File: config.mk
export PLATFORM = sky130hd
export DESIGN_NAME = number_to_ascii_formatter
export DESIGN_NICKNAME = d
export VERILOG_FILES = /design/src/rtl/n2a_pkg.sv /design/src/rtl/n2a_conv.sv /design/src/rtl/n2a_ser.sv /design/src/rtl/number_to_ascii_formatter.sv
export SDC_FILE = /design/constraint.sdc
export NUM_CORES = 1
export LEC_CHECK = 0
export BUFFER_PORTS_ARGS = -buffer_cell sky130_fd_sc_hd__buf_4
export CAP_MARGIN = 20
export CORE_MARGIN = 8
export CORE_UTILIZATION = 35
export DETAILED_ROUTE_END_ITERATION = 8
export PLACE_DENSITY = 0.53
export SLEW_MARGIN = 20
export SYNTH_ARGS = -nofsm -noshare
export SYNTH_HDL_FRONTEND = slang
export SYNTH_SLANG_ARGS = --single-unit
File: constraint.sdc
create_clock -name clk -period 8.1 [get_ports clk]
set_clock_uncertainty 0.1 [all_clocks]
set_input_delay 1.62 -clock clk [delete_from_list [all_inputs] [get_ports clk]]
set_output_delay 1.62 -clock clk [all_outputs]
set_load 0.05 [all_outputs]
File: src/rtl/n2a_pkg.sv
package n2a_pkg;

  // Format selector codes
  localparam logic [2:0] OP_HEX_0X = 3'd0;
  localparam logic [2:0] OP_HEX_X  = 3'd1;
  localparam logic [2:0] OP_DEC3   = 3'd2;
  localparam logic [2:0] OP_DEC_SH = 3'd3;
  localparam logic [2:0] OP_DEC5   = 3'd4;

  // ASCII constants
  localparam logic [6:0] CHR_ZERO  = 7'h30;
  localparam logic [6:0] CHR_X     = 7'h78;
  localparam logic [6:0] CHR_UPA   = 7'h41;

  localparam int unsigned MAX_CHARS = 5;

  // Item handed from the digit pipeline to the serializer
  typedef struct packed {
    logic [2:0]                 op;
    logic [7:0]                 val_lo;  // low byte, used by the hex formats
    logic [MAX_CHARS-1:0][3:0]  dig;     // decimal digits, dig[0] is the ones digit
  } n2a_item_t;

endpackage

File: src/rtl/n2a_conv.sv
module n2a_conv import n2a_pkg::*; (
  input  logic       clk,
  input  logic       rst_n,
  input  logic       in_valid,
  output logic       in_ready,
  input  logic [2:0] in_op,
  input  logic [15:0] in_value,
  output logic       out_valid,
  input  logic       out_ready,
  output n2a_item_t  out_item
);

  // Quotient by ten for values below 100: (y * 205) >> 11 is exact there.
  function automatic logic [3:0] div10(input logic [6:0] y);
    logic [14:0] p;
    p = y * 8'd205;
    return p[14:11];
  endfunction

  function automatic logic [6:0] times10(input logic [3:0] t);
    return {t, 3'b000} + {2'b00, t, 1'b0};
  endfunction

  // Stage 1: captured input
  logic        v1_r;
  logic [2:0]  op1_r;
  logic [15:0] val1_r;
  // Stage 2: number split by 100
  logic        v2_r;
  logic [2:0]  op2_r;
  logic [7:0]  lo8_2_r;
  logic [9:0]  q2_r;
  logic [6:0]  rem2_r;
  // Stage 3: top digit, middle pair, low digits
  logic        v3_r;
  logic [2:0]  op3_r;
  logic [7:0]  lo8_3_r;
  logic [3:0]  top3_r;
  logic [6:0]  mid3_r;
  logic [3:0]  lot3_r;
  logic [3:0]  loo3_r;
  // Stage 4: all digits
  logic        v4_r;
  n2a_item_t   item4_r;

  logic rdy1, rdy2, rdy3, rdy4;

  assign rdy4     = !v4_r || out_ready;
  assign rdy3     = !v3_r || rdy4;
  assign rdy2     = !v2_r || rdy3;
  assign rdy1     = !v1_r || rdy2;
  assign in_ready = rdy1;

  // Stage 2 datapath: q = num / 100 via reciprocal 83887 / 2^23 (exact below 91180)
  logic [15:0] num1;
  logic [32:0] prod1;
  logic [9:0]  q1;
  logic [15:0] q100;
  logic [15:0] rem1;

  assign num1  = (op1_r == OP_DEC5) ? val1_r : {8'h00, val1_r[7:0]};
  assign prod1 = num1 * 17'd83887;
  assign q1    = prod1[32:23];
  assign q100  = {q1, 6'b0} + {1'b0, q1, 5'b0} + {4'b0, q1, 2'b0};
  assign rem1  = num1 - q100;

  // Stage 3 datapath: top = q / 100 via 41 / 2^12 (exact below 1024)
  logic [15:0] prod2;
  logic [3:0]  top2;
  logic [9:0]  top100;
  logic [9:0]  mid2;
  logic [3:0]  lot2;
  logic [6:0]  loo2;

  assign prod2  = q2_r * 6'd41;
  assign top2   = prod2[15:12];
  assign top100 = {top2, 6'b0} + {1'b0, top2, 5'b0} + {4'b0, top2, 2'b0};
  assign mid2   = q2_r - top100;
  assign lot2   = div10(rem2_r);
  assign loo2   = rem2_r - times10(lot2);

  // Stage 4 datapath: split middle pair
  logic [3:0] midt3;
  logic [6:0] mido3;

  assign midt3 = div10(mid3_r);
  assign mido3 = mid3_r - times10(midt3);

  always_ff @(posedge clk) begin
    if (!rst_n) begin
      v1_r <= 1'b0;
      v2_r <= 1'b0;
      v3_r <= 1'b0;
      v4_r <= 1'b0;
    end else begin
      if (rdy1) v1_r <= in_valid;
      if (rdy2) v2_r <= v1_r;
      if (rdy3) v3_r <= v2_r;
      if (rdy4) v4_r <= v3_r;
    end
  end

  always_ff @(posedge clk) begin
    if (rdy1 && in_valid) begin
      op1_r  <= in_op;
      val1_r <= in_value;
    end
    if (rdy2 && v1_r) begin
      op2_r   <= op1_r;
      lo8_2_r <= val1_r[7:0];
      q2_r    <= q1;
      rem2_r  <= rem1[6:0];
    end
    if (rdy3 && v2_r) begin
      op3_r   <= op2_r;
      lo8_3_r <= lo8_2_r;
      top3_r  <= top2;
      mid3_r  <= mid2[6:0];
      lot3_r  <= lot2;
      loo3_r  <= loo2[3:0];
    end
    if (rdy4 && v3_r) begin
      item4_r.op     <= op3_r;
      item4_r.val_lo <= lo8_3_r;
      item4_r.dig[4] <= top3_r;
      item4_r.dig[3] <= midt3;
      item4_r.dig[2] <= mido3[3:0];
      item4_r.dig[1] <= lot3_r;
      item4_r.dig[0] <= loo3_r;
    end
  end

  assign out_valid = v4_r;
  assign out_item  = item4_r;

endmodule

File: src/rtl/n2a_ser.sv
module n2a_ser import n2a_pkg::*; (
  input  logic       clk,
  input  logic       rst_n,
  input  logic       in_valid,
  output logic       in_ready,
  input  n2a_item_t  in_item,
  output logic       out_valid,
  input  logic       out_ready,
  output logic [6:0] out_char,
  output logic       out_last
);

  function automatic logic [6:0] hex_char(input logic [3:0] d);
    if (d < 4'd10) return CHR_ZERO + {3'b000, d};
    else           return CHR_UPA + {3'b000, d} - 7'd10;
  endfunction

  function automatic logic [6:0] dec_char(input logic [3:0] d);
    return CHR_ZERO + {3'b000, d};
  endfunction

  logic [MAX_CHARS-1:0][6:0] ch;
  logic [2:0]                cnt;

  // Build the text, first character in slot 0
  always_comb begin
    ch  = '0;
    cnt = 3'd0;
    unique case (in_item.op)
      OP_HEX_0X: begin
        ch[0] = CHR_ZERO;
        ch[1] = CHR_X;
        ch[2] = hex_char(in_item.val_lo[7:4]);
        ch[3] = hex_char(in_item.val_lo[3:0]);
        cnt   = 3'd4;
      end
      OP_HEX_X: begin
        ch[0] = CHR_X;
        ch[1] = hex_char(in_item.val_lo[7:4]);
        ch[2] = hex_char(in_item.val_lo[3:0]);
        cnt   = 3'd3;
      end
      OP_DEC3: begin
        ch[0] = dec_char(in_item.dig[2]);
        ch[1] = dec_char(in_item.dig[1]);
        ch[2] = dec_char(in_item.dig[0]);
        cnt   = 3'd3;
      end
      OP_DEC_SH: begin
        if (in_item.dig[2] != 4'd0) begin
          ch[0] = dec_char(in_item.dig[2]);
          ch[1] = dec_char(in_item.dig[1]);
          ch[2] = dec_char(in_item.dig[0]);
          cnt   = 3'd3;
        end else if (in_item.dig[1] != 4'd0) begin
          ch[0] = dec_char(in_item.dig[1]);
          ch[1] = dec_char(in_item.dig[0]);
          cnt   = 3'd2;
        end else begin
          ch[0] = dec_char(in_item.dig[0]);
          cnt   = 3'd1;
        end
      end
      OP_DEC5: begin
        for (int i = 0; i < MAX_CHARS; i++) begin
          ch[i] = dec_char(in_item.dig[MAX_CHARS-1-i]);
        end
        cnt = 3'd5;
      end
      default: begin
        cnt = 3'd0;  // unknown selector: no text
      end
    endcase
  end

  logic [MAX_CHARS-1:0][6:0] buf_r;
  logic [2:0]                rem_r;
  logic                      vld_r;
  logic                      load_ok;

  assign load_ok  = !vld_r || (out_ready && rem_r == 3'd1);
  assign in_ready = load_ok;

  always_ff @(posedge clk) begin
    if (!rst_n) begin
      vld_r <= 1'b0;
      rem_r <= 3'd0;
    end else if (load_ok) begin
      vld_r <= in_valid && (cnt != 3'd0);
      rem_r <= in_valid ? cnt : 3'd0;
    end else if (out_ready) begin
      rem_r <= rem_r - 3'd1;
    end
  end

  always_ff @(posedge clk) begin
    if (load_ok) begin
      buf_r <= ch;
    end else if (out_ready) begin
      for (int i = 0; i < MAX_CHARS - 1; i++) begin
        buf_r[i] <= buf_r[i+1];
      end
      buf_r[MAX_CHARS-1] <= '0;
    end
  end

  assign out_valid = vld_r;
  assign out_char  = buf_r[0];
  assign out_last  = (rem_r == 3'd1);

endmodule

File: src/rtl/number_to_ascii_formatter.sv
// Channel  | Ports                          | Contents
// ---------+--------------------------------+-------------------------------------------
// in       | in_tvalid/in_tready/in_tdata/  | number to print in tdata,
//          | in_tuser                       | format selector in tuser
// out      | out_tvalid/out_tready/         | one ASCII character per transaction,
//          | out_tdata/out_tlast            | most significant first, tlast on the final
//
// Each number yields one to five characters, one per cycle while out_tready is
// high; the output serializer sets that rate and loads the next number as the
// last character of the previous one goes out. Input to first character passes
// through the four-stage digit pipeline and the serializer register.
// rst_n is synchronous, active low, and empties every stage. A stall on the
// output holds the serializer, and the pipeline keeps taking transactions until
// all four stages are full. Unknown selectors are dropped without output.
module number_to_ascii_formatter import n2a_pkg::*; (
  input  logic        clk,
  input  logic        rst_n,
  input  logic        in_tvalid,
  output logic        in_tready,
  input  logic [15:0] in_tdata,   // [15:0] value
  input  logic [2:0]  in_tuser,   // [2:0] operation
  output logic        out_tvalid,
  input  logic        out_tready,
  output logic [7:0]  out_tdata,  // [6:0] character, [7] zero
  output logic        out_tlast
);

  n2a_item_t  item;
  logic       item_valid;
  logic       item_ready;
  logic [6:0] chr;

  // Digit extraction: split the number into decimal digits over four stages
  n2a_conv u_conv (
    .clk       (clk),
    .rst_n     (rst_n),
    .in_valid  (in_tvalid),
    .in_ready  (in_tready),
    .in_op     (in_tuser),
    .in_value  (in_tdata),
    .out_valid (item_valid),
    .out_ready (item_ready),
    .out_item  (item)
  );

  // Format and shift out the characters, one transaction per cycle while out_tready is high
  n2a_ser u_ser (
    .clk       (clk),
    .rst_n     (rst_n),
    .in_valid  (item_valid),
    .in_ready  (item_ready),
    .in_item   (item),
    .out_valid (out_tvalid),
    .out_ready (out_tready),
    .out_char  (chr),
    .out_last  (out_tlast)
  );

  assign out_tdata = {1'b0, chr};

endmodule

; After elaboration in Yosys (flattened, before gate mapping)
; Index checks and enable logic that the tools add are counted.
[classes]
bitwise_logic = 0
eq_ne = 6
muxes = 18
n_lt_le_gt_ge = 2
shift = 0
addsub = 22
n_reduce_logical = 22
div = 0
mul = 4
[op_table]
columns = op, count
row1 = $pmux W21 S5, 1
row2 = $mux W35, 2
row3 = $add A6 B4 Y7 const A, 7
row4 = $mux W7, 6
row5 = $mul A16 B17 Y33 const B, 1
row6 = $mul A7 B8 Y15 const B, 2
row7 = $add A7 B7 Y7, 3
row8 = $mul A10 B6 Y16 const B, 1
row9 = $mux W16, 1
row10 = $add A7 B4 Y7 const A, 2
row11 = $mux W14, 1
row12 = $pmux W7 S2, 1
row13 = $sub A7 B4 Y7 const B, 2
row14 = $sub A7 B7 Y7, 2
row15 = $pmux W3 S4, 1
row16 = $mux W3, 3
row17 = $add A4 B4 Y4, 2
row18 = $lt A4 B4 Y1 const B, 2
row19 = $reduce_bool A4 Y1, 2
row20 = $sub A4 B4 Y4, 2
row21 = $add A7 B6 Y7, 1
row22 = $eq A3 B1 Y1 const B, 2
row23 = $eq A3 B2 Y1 const B, 2
row24 = $eq A3 B3 Y1 const B, 2
row25 = other kinds (9), 23
[word_totals]
elab_cells = 104
mem_bits_rw = 0
inputBits = 23
n_memories = 0
reg_bits = 151
mem_bits_ro = 0
latchBits = 0
out_inout_bits = 11

; Logic depth before layout (Yosys ltp)
; Gate-level depths: netlist (run 1).
[depth]
ltp_word = 8
ltp_mapped = 36
depth_no_buf = 35

; Modules after synthesis
; From an unflattened synthesis (run 1), not the netlist that was laid out.
[unflattened]
cells_unflattened = 1203
hier_area_um2 = 13590.5
[modules_own_cells]
columns = mod, area_per_inst_um2, seq_area_each_um2, cells_each, instances
row1 = n2a_conv, 11129.4, 3263.1, 943, 1
row2 = n2a_ser, 2449.8, 1071.0, 258, 1
row3 = number_to_ascii_formatter, 11.3, 0.0, 2, 1

; Worst setup path after synthesis (run 1)
; No wires, ideal clock.
[synth_path]
path_kind = reg-to-reg
startpoint = register u_conv.op1_r[1]
endpoint = register u_conv.rem2_r[6], data pin
t_arrival_ps = 7369
synth_period_minus_slack_ps = 7730
path_stages_with_launch = 32
n_path_buf = 1
setup_ps = 261
required_time_ps = 7739
path_slack_ps = 370
cell_sequence = edfxtp_1 -> nor2_1 -> and2_1 -> clkbuf_1 -> nand2_1 -> inv_1 -> ha_1 -> xnor2_1 -> inv_1 -> fa_1 -> fa_1 -> inv_1 -> fa_1 -> fa_1 -> fa_1 -> ha_1 -> nand2_1 -> or3b_1 -> a21oi_2 -> nor3_1 -> a211o_1 -> xnor2_2 -> ha_1 -> inv_1 -> ha_1 -> o21a_1 -> o21a_1 -> nor2_1 -> xnor2_1 -> xnor2_2 -> xnor2_1 -> xnor2_1
[synth_via]
elab_chain_cells = 6
[synth_rtl]
columns = item, line
row1 = from (decl), n2a_conv.sv:26  ; logic [2:0] op1_r;
row2 = from (signal assigned), n2a_conv.sv:105  ; op1_r <= in_op;
row3 = $eq A3 B3 Y1 *, n2a_conv.sv:61  ; assign num1 = (op1_r == OP_DEC5) ? val1_r : {8'h00, val1_r[7:0]};
row4 = $mux W16 *, n2a_conv.sv:61
row5 = $mul A16 B17 Y33 *, n2a_conv.sv:62  ; assign prod1 = num1 * 17'd83887;
row6 = named net u_conv.prod1[24], n2a_conv.sv:56  ; logic [32:0] prod1;
row7 = $add A7 B7 Y7, n2a_conv.sv:64  ; assign q100 = {q1, 6'b0} + {1'b0, q1, 5'b0} + {4'b0, q1, 2'b0};
row8 = $add A7 B7 Y7 *, n2a_conv.sv:64
row9 = $sub A7 B7 Y7 *, n2a_conv.sv:65  ; assign rem1 = num1 - q100;
row10 = named net u_conv.rem1[6], n2a_conv.sv:59  ; logic [15:0] rem1;
row11 = to (signal assigned), n2a_conv.sv:112  ; rem2_r <= rem1[6:0];
row12 = to (decl), n2a_conv.sv:33  ; logic [6:0] rem2_r;
; The timed path passes the listed nets; every way through them passes the cells marked *.
; A chain may end at the register's enable or synchronous reset.

; Worst setup path in the final report (run 1)
[layout_path]
startpoint = register u_conv.op1_r[0]
endpoint = register u_conv.rem2_r[6], data pin
; Same word-level chain as after synthesis.

==> results of run 1 <==
[routing by layer]
| metal | up-vias | GRT usage | routed length, um |
|---|---|---|---|
| met5 | - | 0 | 0 |
| met4 | 0 | 0.0407 | 458 |
| met3 | 28 | 0.0182 | 574 |
| met2 | 87 | 0.229 | 13600 |
| met1 | 4061 | 0.165 | 12800 |
| li1 | 4249 | - | - |
[registers in the layout (all words and copies together), names as in the netlist, 6 cells and up]
signal	flops
u_conv.q2_r	10
u_conv.lo8_3_r	8
u_conv.mid3_r	7
u_ser.buf_r	26
u_ser.out_char	7
u_conv.out_item	31
u_conv.rem2_r	7
u_conv.lo8_2_r	6
u_conv.val1_r	16
[metrics by stage]
stage	setup TNS [ns]	cells	cell area [um^2]	total power, mW
after global routing	-0.00633	1822	15100	5.65
final	0	1822	15100	5.02
after detailed placement	-0.000349	1787	14400	4.22
after floorplan	0	1249	13500	3.51
after global placement	0	1787	14400	4.17
after CTS	0	1819	15000	5.08
[cell usage after synthesis, types with 7 or more instances]
cell type    n  area (um^2)
inv_1      271         1020
ha_1       261         3270
edfxtp_1   139         4170
fa_1       112         2240
nand2_1     74          278
nor2_1      59          221
a21oi_1     43          215
xnor2_1     38          333
o21ai_0     26          130
o21ai_1     22          110
nor3_1      17         85.1
clkbuf_1    16         60.1
xor2_1      14          123
and3_1      12         75.1
nor2b_1     10         62.6
and2_1       9         56.3
a31oi_1      8         50.1
buf_4        8         60.1
dfxtp_1      8          160
nand2b_1     8         50.1
a21o_1       7         52.6
a221oi_1     7         61.3
nand3_1      7         35.0
o21a_1       7         52.6
[kinds of logic (layout without fill, tap and decap cells)]
group / count (synthesis) / in the layout / synth area share
buffers and inverters: 297 / 352 / 0.0845
other: 1 / 1 / 0.000277
adders and majority gates: 374 / 374 / 0.407
AOI/OAI and AO/OA: 159 / 159 / 0.0750
xor gates and xnor gates: 56 / 56 / 0.0393
and+or+nand+nor: 214 / 214 / 0.0730
muxes: 1 / 1 / 0.000739
DFF: 147 / 147 / 0.320
[layout by cell type, fill, tap and decap left out, types with 8 or more instances in the layout]
| cell type | instances |
|---|---|
| nor3_1 | 16 |
| xor2_1 | 14 |
| dfxtp_1 | 8 |
| nor2_1 | 57 |
| inv_1 | 268 |
| and3_1 | 9 |
| o21ai_0 | 25 |
| edfxtp_1 | 139 |
| fa_1 | 112 |
| a21oi_1 | 42 |
| o21ai_1 | 22 |
| buf_4 | 49 |
| nor2b_1 | 9 |
| clkbuf_16 | 18 |
| and2_1 | 8 |
| xnor2_1 | 37 |
| nand2_1 | 74 |
| ha_1 | 260 |
[path summary, 6_finish.rpt]
path                     startpoint                   to  slack, ns  cells past startpoint
hold reg to reg   u_conv.lo8_3_r[6]  u_conv.out_item[26]       0.31                      0
hold / removal    u_conv.lo8_3_r[6]  u_conv.out_item[26]       0.31                      0
setup / recovery    u_conv.op1_r[0]     u_conv.rem2_r[6]       0.34                     30
setup reg to reg    u_conv.op1_r[0]     u_conv.rem2_r[6]       0.34                     30
[critical path, delay by kind of cell (launching register included)]
family | cells | cell delay [ns]
adders and majority gates | 9 | 3.74
DFF | 1 | 0.41
buffers and inverters | 4 | 0.28
xor gates and xnor gates | 6 | 0.90
and+or+nand+nor | 7 | 1.15
AOI/OAI and AO/OA | 4 | 0.93
[power groups by stage]
| stage | Clock, mW | Combinational (mW) | Sequential (mW) |
|---|---|---|---|
| floorplan | 0 | 2.42 | 1.09 |
| global placement | 0 | 3.06 | 1.11 |
| detailed placement | 0 | 3.11 | 1.11 |
| CTS | 0.815 | 3.17 | 1.10 |
| global route | 0.847 | 3.70 | 1.10 |
| finish | 0.793 | 3.14 | 1.09 |
[final cells by class]
class / count / area (um^2)
fillers: 3772 / 23400
flip-flops and latches: 147 / 4330
inverters: 271 / 1020
clock inverters: 12 / 110
repair buffers: 49 / 368
clock buffers: 20 / 478
well taps: 518 / 648
multi-input cells: 805 / 8150
[what timing repair did]
| action | 4_1_cts | 5_1_grt |
|---|---|---|
| resized for setup | 2 | 17 |
| setup buffers | 0 | 3 |
| endpoints found under the setup margin | 1 | 1 |
| pin swaps | 0 | 8 |
==> metrics.csv, run 1 <==
stage,metric,value,unit
status,status,finished clean,
run,Max Cap Viol,0,
clock_tree,Hold Buf Count CTS,0,
final_layout,diode count,0,
die,Initial Util,0.352,
power,Sw Ratio,0.417,
detailed_routing,antenna-violating nets left,0,
sta,Fin. Hold Viols,0,
global_routing,vias in the first global route,9013,
placed_design,HPWL after DPL,22900,um
yosys,Synth async-reset ratio,0,
power,PD cells,332,nW/um^2
clock_tree,"Reg clk slew, reported paths",0.07,ns
critical_path,"Slowest-stage cell, CP",fa_1,
sta,Tightest Pin Transition,1.00,ns
critical_path,data arrival time of the worst path,7.84,ns
critical_path,Crit Path Max Fanout,6,
yosys,Synth Warn #,0,
yosys,Synth Instances,1249,
yosys,Yosys cell types,63,
final_layout,fin nets,1687,
yosys,"Cell Area, Synth",13500,um^2
die,io pins,34,
placed_design,Final GP Congestion,0.878,
power,clock share of power,0.158,
power,NetSw,2.09,mW
power,combinational share of power,0.625,
yosys,Post-synth EDFFs,139,
yosys,Synthesized Nets,1645,
clock_tree,H-tree Lvls,4,
final_layout,Area growth syn-to-layout,11.5,%
placed_design,# port buffers,32,
yosys,syn avg cell area,10.8,um^2
global_routing,gr ovfl total,0,
sta,fin. max-slew vios,0,
global_routing,GRT Resource Usage Total,0.131,
power,Peak supply drop,0.312,mV
yosys,"Seq/Total Area, Yosys",0.320,
final_layout,Final Util,0.393,
global_routing,initial antenna violation count,0,
sta,period utilization,0.959,
clock_tree,CTS sink count,147,
die,die area,45300,um^2
sta,Setup WS post-layout,0.336,ns
sta,Slew HR,0.331,
critical_path,WS Path Type,reg2reg,
detailed_routing,drt wl/cell,15.0,um
detailed_routing,drt total wl,27400,um
die,Die W,213,um
detailed_routing,DR iter-0 viols,358,
clock_tree,clock root buffer,clkbuf_16,
min_path,Hold Path Class,reg2reg,
detailed_routing,via count,8425,
global_routing,global-route wire length before repair,46500,um
placed_design,Place WS,-0.000349,ns
global_routing,largest net degree at the start of global routing,42,
critical_path,Critical Path Max Stage Delay,0.56,ns
critical_path,Startpoint Class,flip-flop,
power,Sequential Power Share,0.218,
detailed_routing,routed vias/inst,4.62,
die,Core Rows,72,
sta,Period minus WS final,7.76,ns
critical_path,CP dominant cell by count,fa_1,
critical_path,crit end category,flip-flop,
clock_tree,TritonCTS Buffers,17,
yosys,Synth Flop Type,edfxtp_1,
power,P_int,2.93,mW
detailed_routing,drc violations,0,
critical_path,Critical Path RT,8.17,ns
sta,fmax,129,MHz
clock_tree,maximum buffer depth of the clock tree,2,
clock_tree,TritonCTS clock tree,built,
power,leakage power,7.43,nW
die,Core ar.,38500,um^2
final_layout,layout cell share with drive strength beyond 1,0.0859,
yosys,Yosys reg bits,147,
clock_tree,Worst-Skew Late Latency,0.45,ns
die,Die H,213,um
detailed_routing,drt first pass iters,5,
sta,hold slack,0.315,ns
sta,Final Setup Violations,0,
Note: power is estimated with default switching activity, not from simulation.
==> inputs of run 2 (changes only) <==
--- a/config.mk
+++ b/config.mk
@@ -10,7 +10,7 @@
 export CORE_MARGIN = 8
 export CORE_UTILIZATION = 35
 export DETAILED_ROUTE_END_ITERATION = 8
-export PLACE_DENSITY = 0.53
+export PLACE_DENSITY_LB_ADDON = 0.15
 export SLEW_MARGIN = 20
 export SYNTH_ARGS = -nofsm -noshare
 export SYNTH_HDL_FRONTEND = slang
==> run 2 against run 1 <==
Worst hold slack lost 0.011 ns; routed wire length grew 4.5%; core utilization is essentially flat; global-route usage grew 0.47 points; sequential share of layout area is essentially flat; sequential cell count is the same; first-iteration DRC count grew 0.56%; worst setup slack gained 0.096 ns; design area is essentially flat; die area is the same; via count shrank 0.33%.
==> metrics.csv, run 2 (synthesized netlist as in run 1, its figures left out) <==
stage,metric,value,unit,change
power,Sw Ratio,0.418,,+0.00117
clock_tree,CTS sink count,147,,unchanged
global_routing,global-route wire length before repair,47400,um,+2.1%
die,Core ar.,38500,um^2,unchanged
global_routing,initial antenna violation count,0,,unchanged
placed_design,area of placed instances,14500,um^2,about the same
min_path,Hold Path Class,reg2reg,,
critical_path,"delay-heaviest family, CP",adder cells,,
die,Core Rows,72,,unchanged
clock_tree,TritonCTS Buffers,17,,unchanged
critical_path,CP dominant cell by count,fa_1,,
final_layout,most frequent cells in the layout,"inv_1, ha_1, edfxtp_1, fa_1, nand2_1",,
power,Peak supply drop,0.227,mV,-27%
power,P_int,2.93,mW,+0.14%
power,PD cells,334,nW/um^2,+0.39%
critical_path,Critical Path Max Stage Delay,0.56,ns,about the same
placed_design,HPWL after DPL,23800,um,+3.9%
critical_path,Crit Path Max Fanout,8,,+2
clock_tree,maximum buffer depth of the clock tree,2,,unchanged
sta,RSZ-0062 raised after global routing,no,,
power,clock share of power,0.156,,-0.002
critical_path,R2R Path Start,u_conv.op1_r[0],,
sta,Period minus WS final,7.67,ns,-0.0964 ns
detailed_routing,DR iter-0 viols,360,,+0.56%
critical_path,data arrival time of the worst path,7.74,ns,-0.10 ns
sta,Slew HR,0.334,,+0.00310
final_layout,register area,4330,um^2,unchanged
sta,period utilization,0.947,,-0.0119
placed_design,placed insts,1788,,+0.056%
detailed_routing,via count,8397,,-0.33%
critical_path,"Slowest-stage cell, CP",fa_1,,
critical_path,WS Path Type,reg2reg,,
critical_path,Worst Setup EP,u_conv.rem2_r[6],,
sta,Final Setup Violations,0,,unchanged
clock_tree,TritonCTS clock tree,built,,
sta,Setup WS post-layout,0.432,ns,+0.0964 ns
critical_path,worst reg-to-reg setup slack,0.43,ns,+0.10 ns
critical_path,crit end category,flip-flop,,
sta,fmax,130,MHz,+1.3%
clock_tree,"Reg clk slew, reported paths",0.07,ns,about the same
clock_tree,H-tree Lvls,4,,unchanged
power,leakage power,7.43,nW,-0.11%
die,die area,45300,um^2,unchanged
die,io pins,34,,unchanged
final_layout,design area,15100,um^2,about the same
status,status,finished clean,,
placed_design,# port buffers,32,,unchanged
final_layout,Final Util,0.392,,about the same
sta,setup_tns,0,ns,unchanged
sta,hold slack,0.303,ns,-0.0114 ns
detailed_routing,drc violations,0,,unchanged
critical_path,critical path depth in cells,30,,unchanged
final_layout,"most common cell after layout, fill and taps aside",inv_1,,
die,Die W,213,um,unchanged
power,NetSw,2.11,mW,+0.62%
final_layout,fill cell count,3808,,+0.95%
global_routing,vias in the first global route,8878,,-1.5%
sta,Tightest Pin Transition,0.999,ns,-0.00465 ns
run,Max Cap Viol,0,,unchanged
critical_path,R2R Path End,u_conv.rem2_r[6],,
critical_path,CP bufs+invs,4,,unchanged
critical_path,Reg2Reg Depth,30,,unchanged
sta,fin. max-slew vios,0,,unchanged
power,combinational share of power,0.627,,+0.002
critical_path,Critical Path RT,8.18,ns,about the same
global_routing,largest net degree at the start of global routing,42,,unchanged
power,"Power, Total",5.04,mW,+0.34%
power,Sequential Power Share,0.217,,about the same
global_routing,gr ovfl total,0,,unchanged
final_layout,Multi-input gate area,8160,um^2,+0.12%
global_routing,GRT Resource Usage Total,0.135,,+0.00473
final_layout,fin nets,1686,,-0.059%
clock_tree,clock root buffer,clkbuf_16,,
final_layout,Area growth syn-to-layout,11.4,%,about the same
die,Die H,213,um,unchanged
final_layout,layout cell share with drive strength beyond 1,0.0814,,-0.00454
detailed_routing,antenna-violating nets left,0,,unchanged
detailed_routing,drt total wl,28600,um,+4.5%
detailed_routing,drt wl/cell,15.7,um,+4.5%
critical_path,Startpoint Class,flip-flop,,
placed_design,Place WS,0.0173,ns,+0.0176 ns
clock_tree,Worst-Skew Late Latency,0.44,ns,about the same
detailed_routing,routed vias/inst,4.61,,-0.28%
detailed_routing,drt first pass iters,4,,-1
clock_tree,Hold Buf Count CTS,0,,unchanged
final_layout,max reg flops,31,,unchanged
final_layout,diode count,0,,unchanged
final_layout,Post-Layout Cell Count,1821,,-0.055%
critical_path,CP Launch Point,u_conv.op1_r[0],,
placed_design,Final GP Congestion,0.835,,-4.9%
die,Initial Util,0.352,,unchanged
sta,Fin. Hold Viols,0,,unchanged
==> run 2: changes by cell type in the layout (fill, tap and decap cells not counted), sizes merged <==
cell,delta
bufinv,+1
clkinv,+4
buf,-1
clkbuf,-3
inv,-2
==> run 2: final cells by class <==
type / count / share of cell area
timing repair buffer: 48 / 0.0239
tap: 518 / 0.0429
sequential: 147 / 0.287
clock buffer: 17 / 0.0282
multi-input combinational: 805 / 0.540
clock inverter: 15 / 0.00995
inverter: 271 / 0.0675
==> run 2: power groups by stage <==
stage          Sequential [mW]  Combinational (mW)  Clock [mW]
2_1_floorplan             1.09                2.42           0
3_3_place_gp              1.11                3.10           0
5_1_grt                   1.10                3.70       0.845
6_report                  1.09                3.16       0.788
4_1_cts                   1.10                3.19       0.814
3_5_place_dp              1.11                3.15           0
==> run 2: how the worst min path moves through the flow <==
stage | depth (start not counted) | from | endpoint
after detailed placement | 0 | u_conv.lo8_3_r[5] | u_conv.out_item[25]
after floorplan | 0 | u_conv.lo8_2_r[2] | u_conv.lo8_3_r[2]
after CTS | 0 | u_conv.lo8_3_r[6] | u_conv.out_item[26]
after global routing | 0 | u_conv.loo3_r[2] | u_conv.out_item[2]
final | 0 | u_conv.lo8_3_r[6] | u_conv.out_item[26]
after global placement | 0 | u_conv.lo8_3_r[6] | u_conv.out_item[26]
==> run 2: routing by layer <==
layer,GRT usage,part of all wire
met5,0,0
met4,0.0397,0.015
met3,0.0183,0.021
met2,0.237,0.50
met1,0.172,0.47
==> run 2: repair_timing <==
action / CTS / global route
pin swaps: 0 / 4
buffers inserted: 0 / 1
setup endpoints to repair: 1 / 1
cloned: 0 / 0
gates resized for setup: 1 / 15
==> inputs of run 3 (changes only) <==
--- a/config.mk
+++ b/config.mk
@@ -7,8 +7,8 @@
 export LEC_CHECK = 0
 export BUFFER_PORTS_ARGS = -buffer_cell sky130_fd_sc_hd__buf_4
 export CAP_MARGIN = 20
-export CORE_MARGIN = 8
-export CORE_UTILIZATION = 35
+export CORE_MARGIN = 5
+export CORE_UTILIZATION = 50
 export DETAILED_ROUTE_END_ITERATION = 8
 export PLACE_DENSITY_LB_ADDON = 0.15
 export SLEW_MARGIN = 20
==> run 3 against run 2 <==
Sequential power is essentially flat; cell count shrank 9.6%; sequential cell count is the same; first-iteration DRC count grew 25%; die area shrank 33%; critical path type unchanged; highest routed layer unchanged; core utilization grew 16 points.
==> metrics.csv, run 3 (synthesized netlist as in run 1, its figures left out) <==
stage,metric,value,unit,change
status,status,finished clean,,
detailed_routing,DR iter-0 viols,449,,+25%
critical_path,"Slowest-stage cell, CP",fa_1,,
global_routing,largest net degree at the start of global routing,42,,unchanged
critical_path,R2R Path End,u_conv.rem2_r[6],,
detailed_routing,drt wl/cell,16.0,um,+1.9%
sta,fin. max-slew vios,0,,unchanged
die,io pins,34,,unchanged
critical_path,Reg2Reg Depth,30,,unchanged
detailed_routing,DR top layer,met4,,
sta,Final Setup Violations,0,,unchanged
power,leakage power,7.43,nW,about the same
critical_path,CP dominant cell by count,fa_1,,
clock_tree,TritonCTS Buffers,17,,unchanged
run,Max Cap Viol,0,,unchanged
final_layout,fin nets,1688,,+0.12%
detailed_routing,drt total wl,26400,um,-7.9%
global_routing,initial antenna violation count,0,,unchanged
final_layout,layout cell share with drive strength beyond 1,0.0866,,+0.00524
sta,Setup WS post-layout,0.389,ns,-0.0432 ns
sta,fmax,130,MHz,-0.56%
clock_tree,H-tree Lvls,4,,unchanged
final_layout,diode count,0,,unchanged
die,Die H,175,um,-18%
detailed_routing,wire length on met3,757,um,+26%
critical_path,Critical Path Max Stage Delay,0.55,ns,about the same
min_path,Hold Path Class,reg2reg,,
detailed_routing,via count,8540,,+1.7%
clock_tree,TritonCTS clock tree,built,,
final_layout,Area growth syn-to-layout,10.0,%,
sta,Period minus WS final,7.71,ns,+0.0432 ns
detailed_routing,met2 wire length,13000,um,-8.6%
critical_path,worst reg-to-reg setup slack,0.39,ns,-0.04 ns
detailed_routing,drc violations,0,,unchanged
global_routing,vias in the first global route,8899,,+0.24%
placed_design,placed insts,1609,,-10%
placed_design,# port buffers,32,,unchanged
global_routing,global-route wire length before repair,45100,um,-4.9%
critical_path,Crit Path Max Fanout,6,,-2
global_routing,gr ovfl total,0,,unchanged
detailed_routing,drt first pass iters,5,,+1
die,die area,30500,um^2,-33%
detailed_routing,routed vias/inst,5.19,,+13%
die,Core ar.,26800,um^2,-30%
sta,hold slack,0.319,ns,+0.0153 ns
final_layout,Post-Layout Cell Count,1646,,-9.6%
die,Die W,175,um,-18%
critical_path,crit end category,flip-flop,,
final_layout,max reg flops,31,,unchanged
critical_path,Worst Setup EP,u_conv.rem2_r[6],,
critical_path,Critical Path RT,8.16,ns,-0.02 ns
critical_path,R2R Path Start,u_conv.op1_r[0],,
clock_tree,"Reg clk slew, reported paths",0.08,ns,about the same
detailed_routing,antenna-violating nets left,0,,unchanged
die,Core Rows,60,,-17%
global_routing,GRT Resource Usage Total,0.184,,+0.0488
critical_path,Startpoint Class,flip-flop,,
power,"Power, Total",4.96,mW,-1.5%
critical_path,data arrival time of the worst path,7.77,ns,+0.03 ns
placed_design,Place WS,0.176,ns,+0.159 ns
sta,period utilization,0.952,,+0.00533
clock_tree,clock root buffer,clkbuf_16,,
clock_tree,CTS sink count,147,,unchanged
clock_tree,maximum buffer depth of the clock tree,2,,unchanged
sta,Tightest Pin Transition,0.978,ns,-0.0213 ns
final_layout,most frequent cells in the layout,"inv_1, ha_1, edfxtp_1, fa_1, nand2_1",,
critical_path,CP Launch Point,u_conv.op1_r[0],,
sta,Fin. Hold Viols,0,,unchanged
detailed_routing,Metal-1 WL,12100,um,-9.6%
critical_path,WS Path Type,reg2reg,,
final_layout,Final Util,0.556,,+0.164
clock_tree,Worst-Skew Late Latency,0.43,ns,about the same
placed_design,Final GP Congestion,0.884,,+5.9%
placed_design,HPWL after DPL,21800,um,-8.4%
final_layout,"most common cell after layout, fill and taps aside",inv_1,,
power,PD cells,333,nW/um^2,-0.28%
power,Peak supply drop,0.259,mV,+14%
die,Initial Util,0.506,,+0.153
sta,Slew HR,0.348,,+0.0142
[run 3: repair_timing]
item                       4_1_cts  5_1_grt
hold buffers                     0        0
setup endpoints to repair        0        1
gates resized for setup          0       17
buffers inserted                 0        5
[run 3: per-layer routing]
| layer | track usage | up-vias |
|---|---|---|
| li1 | - | 4263 |
| met1 | 0.249 | 4103 |
| met2 | 0.316 | 139 |
| met3 | 0.0257 | 35 |
| met4 | 0.0435 | 0 |
| met5 | 0 | - |
[run 3: where the power goes]
| group | internal, mW | leakage [nW] | switching [mW] |
|---|---|---|---|
| clock | 0.419 | 0.292 | 0.379 |
| sequential | 1.04 | 1.45 | 0.0594 |
| combinational | 1.44 | 5.68 | 1.63 |
| total | 2.90 | 7.43 | 2.07 |
[run 3: critical path, delay by kind of cell, from the launching register on]
kind / cells / cell delay [ns]
compound gates: 4 / 0.92
xor+xnor: 6 / 0.89
fa+ha+maj: 9 / 3.76
buf+inv: 4 / 0.27
flops: 1 / 0.42
simple gates: 7 / 1.08
[run 3: metrics by stage]
| step | cell area [um^2] | TNS (ns) |
|---|---|---|
| final | 14900 | 0 |
| after floorplan | 13500 | 0 |
| after global routing | 14900 | -0.0358 |
| after global placement | 14200 | 0 |
| after detailed placement | 14200 | 0 |
| after CTS | 14800 | 0 |
[run 3: final cells by class]
type	instances	area, um^2
Clock buffer	17	425
Clock inverter	15	180
Fill cell	2347	11900
Inverter	271	1020
Multi-Input combinational cell	805	8150
Sequential cell	147	4330
Tap cell	341	427
Timing Repair Buffer	50	375
[run 3: how the worst min path moves through the flow]
stage                 startpoint                  end  slack, ns  cells after the start
2_1_floorplan  u_conv.lo8_2_r[2]    u_conv.lo8_3_r[2]       0.30                      0
3_3_place_gp   u_conv.lo8_3_r[5]  u_conv.out_item[25]       0.30                      0
3_5_place_dp   u_conv.lo8_3_r[7]  u_conv.out_item[27]       0.30                      0
4_1_cts        u_conv.lo8_3_r[7]  u_conv.out_item[27]       0.32                      0
5_1_grt         u_conv.loo3_r[0]   u_conv.out_item[0]       0.33                      0
6_report       u_conv.lo8_3_r[7]  u_conv.out_item[27]       0.32                      0
